**src/hdl/agi_pkg.sv**
```systemverilog
// Package for the anagram group indexer: sizes, command and status codes,
// sequencer state type. No dependencies.
`default_nettype none

package agi_pkg;

  localparam int MaxWordLen   = 15;
  localparam int GroupEntries = 16;
  localparam int AlphabetSize = 26;

  localparam int CountW   = 4;
  localparam int LenW     = 4;
  localparam int IdxOutW  = 4;
  localparam int SigW     = AlphabetSize * CountW;
  localparam int AddrW    = (GroupEntries > 1) ? $clog2(GroupEntries) : 1;
  localparam int UsedW    = $clog2(GroupEntries + 1);
  localparam int LetterW  = 8;
  localparam int CmdW     = 2;
  localparam int LaneW    = $clog2(AlphabetSize);

  localparam logic [LetterW-1:0] CharLowA = 8'h61;
  localparam logic [LetterW-1:0] CharLowZ = 8'h7a;

  typedef enum logic [CmdW-1:0] {
    CmdLetter = 2'd0,
    CmdEmpty  = 2'd1,
    CmdClear  = 2'd2,
    CmdNone   = 2'd3
  } cmd_e;

  typedef enum logic [1:0] {
    StatOk      = 2'd0,
    StatBadChar = 2'd1,
    StatTooLong = 2'd2,
    StatFull    = 2'd3
  } status_e;

  typedef enum logic [3:0] {
    StIdle = 4'b0001,
    StLook = 4'b0010,
    StCmp  = 4'b0100,
    StDone = 4'b1000
  } state_e;

endpackage

`default_nettype wire

```
**src/hdl/anagram_group_indexer.sv**
```systemverilog
// Anagram group indexer top level: letter counting, group table, search sequencer.
// Depends on agi_pkg.
`default_nettype none

// Letters are taken one per cycle while a word is collected. At the word end the
// stored group signatures are read from the table one entry at a time (table
// read in StLook, then a 104-bit compare on the single comparator in StCmp), up
// to G entries, G being the number of groups already stored, and no new item is
// taken until the search ends; a rejected word skips the search. The result sits
// in an output register until it is taken, and a further word end waits on it.
// Clear and unused commands are handled in StIdle without leaving it.
module anagram_group_indexer (
  input  wire logic        clk_i,
  input  wire logic        rst_ni,
  input  wire logic        s_axis_tvalid,
  output logic             s_axis_tready,
  input  wire logic [15:0] s_axis_tdata,  // cmd[1:0], letter[9:2], zero fill
  input  wire logic        s_axis_tlast,
  output logic             m_axis_tvalid,
  input  wire logic        m_axis_tready,
  output logic [15:0]      m_axis_tdata   // group_index[3:0], is_new_group[4],
                                          // word_length[8:5], status[10:9], zero fill
);

  agi_pkg::state_e state_q, state_d;

  logic [agi_pkg::CountW-1:0] cnt_q [agi_pkg::AlphabetSize];
  logic [agi_pkg::CountW-1:0] cnt_d [agi_pkg::AlphabetSize];
  logic [agi_pkg::LenW-1:0]   len_q, len_d;
  logic                       bad_q, bad_d;
  logic                       long_q, long_d;
  logic [agi_pkg::UsedW-1:0]  used_q, used_d;
  logic [agi_pkg::UsedW-1:0]  idx_q, idx_d;

  logic [agi_pkg::SigW-1:0]   mem_q [agi_pkg::GroupEntries];
  logic [agi_pkg::SigW-1:0]   rd_q;
  logic                       mem_we;
  logic [agi_pkg::SigW-1:0]   sig;

  logic [agi_pkg::IdxOutW-1:0] res_idx_q, res_idx_d;
  logic                        res_new_q, res_new_d;
  agi_pkg::status_e            res_stat_q, res_stat_d;

  logic                        out_vld_q, out_vld_d;
  logic [15:0]                 out_data_q, out_data_d;

  logic                        in_acc;
  agi_pkg::cmd_e               cmd;
  logic [agi_pkg::LetterW-1:0] letter;
  logic                        char_ok;
  logic [agi_pkg::LaneW-1:0]   lane;
  logic                        out_free;
  logic [agi_pkg::LetterW-1:0] lane_off;

  assign cmd      = agi_pkg::cmd_e'(s_axis_tdata[1:0]);
  assign letter   = s_axis_tdata[9:2];
  assign char_ok  = (letter >= agi_pkg::CharLowA) && (letter <= agi_pkg::CharLowZ);
  assign lane_off = letter - agi_pkg::CharLowA;
  assign lane     = lane_off[agi_pkg::LaneW-1:0];
  assign s_axis_tready = (state_q == agi_pkg::StIdle);
  assign in_acc   = s_axis_tvalid && s_axis_tready;
  assign out_free = !out_vld_q || m_axis_tready;
  assign m_axis_tvalid = out_vld_q;
  assign m_axis_tdata  = out_data_q;

  always_comb begin
    for (int i = 0; i < agi_pkg::AlphabetSize; i++) begin
      sig[i*agi_pkg::CountW +: agi_pkg::CountW] = cnt_q[i];
    end
  end

  always_comb begin
    state_d    = state_q;
    cnt_d      = cnt_q;
    len_d      = len_q;
    bad_d      = bad_q;
    long_d     = long_q;
    used_d     = used_q;
    idx_d      = idx_q;
    res_idx_d  = res_idx_q;
    res_new_d  = res_new_q;
    res_stat_d = res_stat_q;
    out_vld_d  = out_vld_q && !m_axis_tready;
    out_data_d = out_data_q;
    mem_we     = 1'b0;

    unique case (state_q)
      agi_pkg::StIdle: begin
        if (in_acc) begin
          idx_d = '0;
          case (cmd)
            agi_pkg::CmdLetter: begin
              if (!char_ok) begin
                bad_d = 1'b1;
              end else if (len_q >= agi_pkg::LenW'(agi_pkg::MaxWordLen)) begin
                long_d = 1'b1;
              end else begin
                for (int i = 0; i < agi_pkg::AlphabetSize; i++) begin
                  if (lane == agi_pkg::LaneW'(i)) begin
                    cnt_d[i] = cnt_q[i] + 1'b1;
                  end
                end
                len_d = len_q + 1'b1;
              end
              if (s_axis_tlast) begin
                state_d = agi_pkg::StLook;
              end
            end
            agi_pkg::CmdEmpty: begin
              state_d = agi_pkg::StLook;
            end
            agi_pkg::CmdClear: begin
              for (int i = 0; i < agi_pkg::AlphabetSize; i++) begin
                cnt_d[i] = '0;
              end
              len_d  = '0;
              bad_d  = 1'b0;
              long_d = 1'b0;
              used_d = '0;
            end
            default: ;
          endcase
        end
      end
      agi_pkg::StLook: begin
        res_idx_d  = '0;
        res_new_d  = 1'b0;
        res_stat_d = agi_pkg::StatOk;
        if (bad_q) begin
          res_stat_d = agi_pkg::StatBadChar;
          state_d    = agi_pkg::StDone;
        end else if (long_q) begin
          res_stat_d = agi_pkg::StatTooLong;
          state_d    = agi_pkg::StDone;
        end else if (idx_q == used_q) begin
          if (used_q == agi_pkg::UsedW'(agi_pkg::GroupEntries)) begin
            res_stat_d = agi_pkg::StatFull;
          end else begin
            mem_we    = 1'b1;
            res_idx_d = agi_pkg::IdxOutW'(used_q);
            res_new_d = 1'b1;
            used_d    = used_q + 1'b1;
          end
          state_d = agi_pkg::StDone;
        end else begin
          state_d = agi_pkg::StCmp;
        end
      end
      agi_pkg::StCmp: begin
        if (rd_q == sig) begin
          res_idx_d = agi_pkg::IdxOutW'(idx_q);
          state_d   = agi_pkg::StDone;
        end else begin
          idx_d   = idx_q + 1'b1;
          state_d = agi_pkg::StLook;
        end
      end
      agi_pkg::StDone: begin
        if (out_free) begin
          out_vld_d  = 1'b1;
          out_data_d = {5'd0, res_stat_q, len_q, res_new_q, res_idx_q};
          for (int i = 0; i < agi_pkg::AlphabetSize; i++) begin
            cnt_d[i] = '0;
          end
          len_d   = '0;
          bad_d   = 1'b0;
          long_d  = 1'b0;
          state_d = agi_pkg::StIdle;
        end
      end
      default: state_d = agi_pkg::StIdle;
    endcase
  end

  always_ff @(posedge clk_i or negedge rst_ni) begin
    if (!rst_ni) begin
      state_q   <= agi_pkg::StIdle;
      len_q     <= '0;
      bad_q     <= 1'b0;
      long_q    <= 1'b0;
      used_q    <= '0;
      idx_q     <= '0;
      out_vld_q <= 1'b0;
      for (int i = 0; i < agi_pkg::AlphabetSize; i++) begin
        cnt_q[i] <= '0;
      end
    end else begin
      state_q   <= state_d;
      cnt_q     <= cnt_d;
      len_q     <= len_d;
      bad_q     <= bad_d;
      long_q    <= long_d;
      used_q    <= used_d;
      idx_q     <= idx_d;
      out_vld_q <= out_vld_d;
    end
  end

  always_ff @(posedge clk_i) begin
    res_idx_q  <= res_idx_d;
    res_new_q  <= res_new_d;
    res_stat_q <= res_stat_d;
    out_data_q <= out_data_d;
  end

  always_ff @(posedge clk_i) begin
    if (mem_we) begin
      mem_q[used_q[agi_pkg::AddrW-1:0]] <= sig;
    end
    rd_q <= mem_q[idx_q[agi_pkg::AddrW-1:0]];
  end

  a_state_onehot: assert property (@(posedge clk_i) disable iff (!rst_ni)
    $onehot(state_q))
    else $error("sequencer state not one-hot");

  a_used_bound: assert property (@(posedge clk_i) disable iff (!rst_ni)
    used_q <= agi_pkg::UsedW'(agi_pkg::GroupEntries))
    else $error("group count beyond table size");

  a_cmp_in_range: assert property (@(posedge clk_i) disable iff (!rst_ni)
    (state_q == agi_pkg::StCmp) |-> (idx_q < used_q))
    else $error("compare on an unused table entry");

  a_empty_word: assert property (@(posedge clk_i) disable iff (!rst_ni)
    (len_q == '0) |-> (sig == '0))
    else $error("letter counts set with zero length");

  a_err_result: assert property (@(posedge clk_i) disable iff (!rst_ni)
    (out_vld_q && (out_data_q[10:9] != agi_pkg::StatOk)) |-> (out_data_q[4:0] == '0))
    else $error("rejected word carries a group index");

endmodule

`default_nettype wire
```
**config.mk**
```make
export PLATFORM = sky130hd
export DESIGN_NAME = anagram_group_indexer
export DESIGN_NICKNAME = d
export VERILOG_FILES = /design/src/hdl/agi_pkg.sv /design/src/hdl/anagram_group_indexer.sv
export SDC_FILE = /design/constraint.sdc
export NUM_CORES = 2
export LEC_CHECK = 0
export ABC_AREA = 1
export BUFFER_PORTS_ARGS = -buffer_cell sky130_fd_sc_hd__buf_2
export CORE_ASPECT_RATIO = 1.75
export CORE_MARGIN = 2
export CORE_UTILIZATION = 40
export CTS_BUF_LIST = sky130_fd_sc_hd__clkbuf_4 sky130_fd_sc_hd__clkbuf_8
export DETAILED_ROUTE_END_ITERATION = 8
export GPL_TIMING_DRIVEN = 0
export SLEW_MARGIN = 5
export SYNTH_ARGS = -nofsm -noshare
export SYNTH_HDL_FRONTEND = slang
export SYNTH_SLANG_ARGS = --single-unit
export TNS_END_PERCENT = 100
```
**constraint.sdc**
```tcl
create_clock -name clk_i -period 8.15 [get_ports clk_i]
set_input_delay 1.63 -clock clk_i [delete_from_list [all_inputs] [get_ports clk_i]]
set_output_delay 1.63 -clock clk_i [all_outputs]
set_load 0.005 [all_outputs]
```
[Word level (Yosys, flattened, before mapping)]
Memories as Yosys holds them, arrays and structs flattened. A register that Yosys moved wholly into a read port is not among the register bits.
Cells that the tools add are included.
Operators by class
  bitwise operators: 0
  div/mod/pow operators: 0
  mux-type cells: 85
  shift-type cells: 0
  eq/ne operators: 76
  multipliers: 0
  reductions and logical operators: 46
  magnitude comparators: 3
  $add $sub $neg: 30
Operators by type and width (number)
  $mux W104: 4
  $pmux W104 S2: 2
  $reduce_and A7 Y1: 27
  $mux W4: 42
  $add A4 B1 Y4 const B: 27
  $eq A104 B104 Y1: 1
  $ne A3 B3 Y1 const B: 31
  $eq A5 B5 Y1 const B: 11
  $eq A5 B4 Y1 const B: 8
  $mux W5: 8
  $pmux W4 S2: 4
  $eq A5 B3 Y1 const B: 4
  $pmux W5 S2: 2
  $pmux W4 S4: 1
  $mux W1: 15
  $ne A2 B2 Y1 const B: 7
  $reduce_and A6 Y1: 2
  $add A5 B1 Y5 const B: 2
  $eq A5 B2 Y1 const B: 2
  $ge A8 B7 Y1 const B: 1
  $le A8 B7 Y1 const B: 1
  $pmux W1 S2: 4
  $reduce_bool A2 Y1: 4
  $mux W2: 3
  21 further kinds: 27
Word-level totals
  memory bits (read-only): 0
  latch bits: 0
  bits in writable memories: 1664
  logic and storage cells: 278
  memories kept: 1
  register bits: 143
Memories
  mem_q: words 16, bits a word 104, read ports 1, clocked after Yosys merged registers in 1, wr ports 1, line anagram_group_indexer.sv:35  | logic [agi_pkg::SigW-1:0] mem_q [agi_pkg::GroupEntries];

[Longest topological paths before layout]
  depth after elaboration: 8
  depth in mapped cells: 14

[Worst setup path after synthesis]
OpenSTA, ideal clock, no wires.
  path kind: register to register
  start: register idx_q[2] (netlist name)
  end: memory mem_q[0][0] (netlist name) (enable)
  stages on the path, launching flop included: 12
  setup time: 568 ps
  arrival: 5752 ps
  data required time: 7582 ps
  path slack: 1830 ps
  path through: dfrtp_1 -> buf_2 -> inv_2 -> buf_4 -> nor2_1 -> nor3_1 -> nand3_1 -> inv_2 -> nand3_1 -> inv_1 -> nand2_1 -> nor2_1
On the way
  word-level cells in the longest chain between the ends: 7
Ends and longest elaborated chain
  start: declaration: line anagram_group_indexer.sv:33  | logic [agi_pkg::UsedW-1:0] idx_q, idx_d;
  start signal: assignment: line anagram_group_indexer.sv:194  | idx_q <= idx_d;
  $eq A5 B5 Y1: line anagram_group_indexer.sv:135  | end else if (idx_q == used_q) begin
  $mux W1: line anagram_group_indexer.sv:135
  $mux W1: line anagram_group_indexer.sv:132  | end else if (long_q) begin
  $mux W1: line anagram_group_indexer.sv:129  | if (bad_q) begin
  $mux W1: line anagram_group_indexer.sv:87  | unique case (state_q)
  $mux W1: line anagram_group_indexer.sv:207  | if (mem_we) begin
  $mux W1 (not written as such): line anagram_group_indexer.sv:208  | mem_q[used_q[agi_pkg::AddrW-1:0]] <= sig;
  end: declaration: line anagram_group_indexer.sv:35
Every way passes these cells.

[Worst setup path after layout]
  start: register idx_q[2] (netlist name)
  end: memory mem_q[14][30] (netlist name) (enable)
The elaborated chain is that of the path after synthesis.

==> reports/summary.txt <==
TritonCTS clock tree -> yes
Met2 Wirelength -> 129,000 µm
Worst path required time -> 8770 ps
Leakage -> 0.0297 µW
Vias in the first global route -> 50,600
Total track usage -> 0.267
Crit. path cell count -> 14
Clock power frac -> 0.335
Worst VDD drop -> 0.216 mV
Yosys warning count -> 0
RSZ-0062 raised after global routing -> false
Cells on worst reg2reg path -> 14
Setup CP Type -> register to register
DRT iter0 DRCs -> 5,497
Maximum root-to-sink buffer count -> 4
Ratio of total power to cell area -> 260 nW/µm²
Fmax achieved -> 0.230 GHz
Cell Int Power -> 16,000 µW
Critical path's slowest cell -> nor2_4
Fraction of registers with async set/reset -> 0.0654
Via count -> 51,400
Sw Ratio -> 0.273
HP Class -> register to register
ANT nets after route -> 0
Synth Flop Type -> edfxtp_1
Port bufs -> 27
Synth Register Bits -> 1,911
Crit path top cell by count -> buf_12
Initial antenna violation count -> 14
Status -> complete, but fails checks
Final cell count without fillers -> 8,783
Root Driver -> clkbuf_8
Sequential area share after synthesis -> 0.748
Cell family with most CP delay -> buffers and inverters
IO Count -> 39
Failing checks -> DRC
Layout cells sized above 1 -> 0.107
Combinational power share -> 0.066
Drt wl/cell -> 29.4 µm
Flop pwr share -> 0.600
Fillers -> 16,600
CTS clk-pin slew, worst paths -> 70 ps
DP Area -> 79,700 µm²
Most common cell after layout, fill and taps aside -> edfxtp_1
Slew HR -> 0.0547
Pin count of the biggest net entering global routing -> 68
Distinct cells, synth -> 44
Grt ovf -> 0
Most frequent cells in the layout -> edfxtp_1 (1,682), nand2_1 (1,006), o21ai_0 (621)
Area Overhead vs Synth -> 13.9%
Hold Path Depth -> 0
DR WL met3 -> 19,800 µm
Full die area -> 190,000 µm²
CP cell instances -> buf_2 -> inv_2 -> buf_4 -> nor2_1 -> nor3_1 -> nand3_1 -> inv_2 -> nand3_1 -> inv_1 -> nand2_1 -> nor2_4 -> buf_12 -> buf_12 -> buf_12
Power Total -> 22,100 µW
DP HPWL -> 178,000 µm
Top sig layer -> met5
Cell count after synthesis -> 5,764
Endpoint class of the critical path -> register
Width of the die -> 330 µm
Cts hold-fix bufs -> 0
DR DRC count -> 3
Clock skew -> 77.0 ps
Starting Density -> 0.403
H-Tree Level Count -> 4
Worst-margin pin slew -> 1420 ps
Core area -> 185,000 µm²
Number of setup buffers added after CTS -> 0
CP startpoint kind -> register
Die Y -> 575 µm
Synthesized area -> 74,500 µm²
Worst-path maximum fanout -> 21
Max cap viols -> 0
1st-pass router iterations -> 8
First-pass GRT wire length -> 360,000 µm
Nets -> 6,185
Min Tclk post-route -> 4340 ps
TritonCTS Sinks -> 1,911
Via density -> 5.85
CP arrival -> 4960 ps
Cts bufs inserted -> 247
Post-route design area -> 84,900 µm²
Max incr delay on CP -> 730 ps
Crit share post-route -> 0.532
Post-Place Cells -> 8,309
Mean post-synth cell area -> 12.9 µm²
Wire length on met1 -> 84,600 µm
Worst skew pair latency -> 1000 ps
NetSw -> 6010 µW
Post_cts resized -> 0
CP bufs+invs -> 8
Final weighted congestion in routability-driven placement -> 0.914
Layout Utilization -> 0.458
Final Setup Violations -> 0
Final hold vios -> 0
Final WL -> 258,000 µm
Post-synth EDFFs -> 1,682
Rows -> 209
Slew Limit Fails -> 0
==> synthesized netlist by cell type (13+ instances only) <==
| cell | count | area [µm²] |
|---|---|---|
| a221oi_1 | 120 | 1050 |
| nand2_1 | 1006 | 3780 |
| inv_2 | 13 | 48.8 |
| xnor2_1 | 67 | 587 |
| dfrtp_1 | 124 | 3100 |
| ha_1 | 32 | 400 |
| nand4_1 | 94 | 588 |
| a21oi_1 | 291 | 1460 |
| o21ai_0 | 621 | 3110 |
| edfxtp_1 | 1682 | 50500 |
| buf_2 | 58 | 290 |
| o221ai_1 | 88 | 771 |
| nor2_1 | 532 | 2000 |
| o21ai_1 | 29 | 145 |
| o22ai_1 | 123 | 769 |
| inv_1 | 107 | 402 |
| nand3_1 | 274 | 1370 |
| dfxtp_1 | 104 | 2080 |
| buf_1 | 27 | 101 |
| xor2_1 | 45 | 394 |
| clkbuf_1 | 251 | 942 |
==> worst paths after layout <==
path,start,to,slack (ps)
min,res_idx_q[2],m_axis_tdata[2],440
min in group asynchronous,rst_ni,cnt_q[80],660
min reg2reg,res_idx_q[2],m_axis_tdata[2],440
max,idx_q[2],mem_q[14][30],3810
max in group asynchronous,rst_ni,cnt_q[7],6600
max reg2reg,idx_q[2],mem_q[14][30],3810
==> metrics by stage <==
stage                     setup WS, ps  hold WS [ps]  setup TNS [ps]
after floorplan                   1830           400               0
after global placement           -5020           418        -7848010
after detailed placement          3660           406               0
after CTS                         3910           438               0
after global routing              3650           447               0
final                             3810           439               0
==> metal layers <==
layer / vias up / track usage
li1: 21900 / -
met5: - / 0
met2: 2840 / 0.458
met1: 25700 / 0.287
met4: 6 / 0.224
met3: 908 / 0.0422
==> final cells by class <==
| cell class | count | area [µm²] | share of cell area |
|---|---|---|---|
| well taps | 2426 | 3040 | 0.0358 |
| plain buffers | 346 | 1430 | 0.0169 |
| multi-input cells | 3387 | 17100 | 0.201 |
| repair buffers | 115 | 1970 | 0.0233 |
| diodes | 18 | 45.0 | 0.000531 |
| clock buffers | 354 | 4410 | 0.0520 |
| flip-flops and latches | 1911 | 55700 | 0.657 |
| inverters | 124 | 468 | 0.00551 |
| clock inverters | 102 | 718 | 0.00846 |
==> flip-flops by register name, indices dropped and copies added, names as in the netlist, 2 cells and up <==
register,count
mem_q,1664
cnt_q,104
rd_q,104
m_axis_tdata,11
idx_q,5
used_q,5
len_q,4
res_idx_q,4
state_q,4
res_stat_q,2
==> worst reg2reg max path, cell delays in order (launching register included) <==
cell and delay [ps]:
dfrtp_1 370, buf_2 290, inv_2 130, buf_4 400, nor2_1 90, nor3_1 200
nand3_1 180, inv_2 120, nand3_1 180, inv_1 210, nand2_1 280, nor2_4 730
buf_12 280, buf_12 240, buf_12 230
==> power by group through the flow <==
stage / Clock [µW] / Sequential (µW) / Combinational (µW)
floorplan: 0 / 12700 / 942
global placement: 0 / 13400 / 1360
detailed placement: 0 / 13400 / 1410
CTS: 7410 / 13200 / 1420
global route: 7770 / 13300 / 1570
finish: 7390 / 13200 / 1450
==> cell families after synthesis <==
family | synth area share
compound gates | 0.0991
xor+xnor | 0.0132
fa+ha+maj | 0.00537
buf+inv | 0.0253
flops | 0.748
other cells | 0.0000503
simple gates | 0.109
Power figures use the tool's default switching activity.
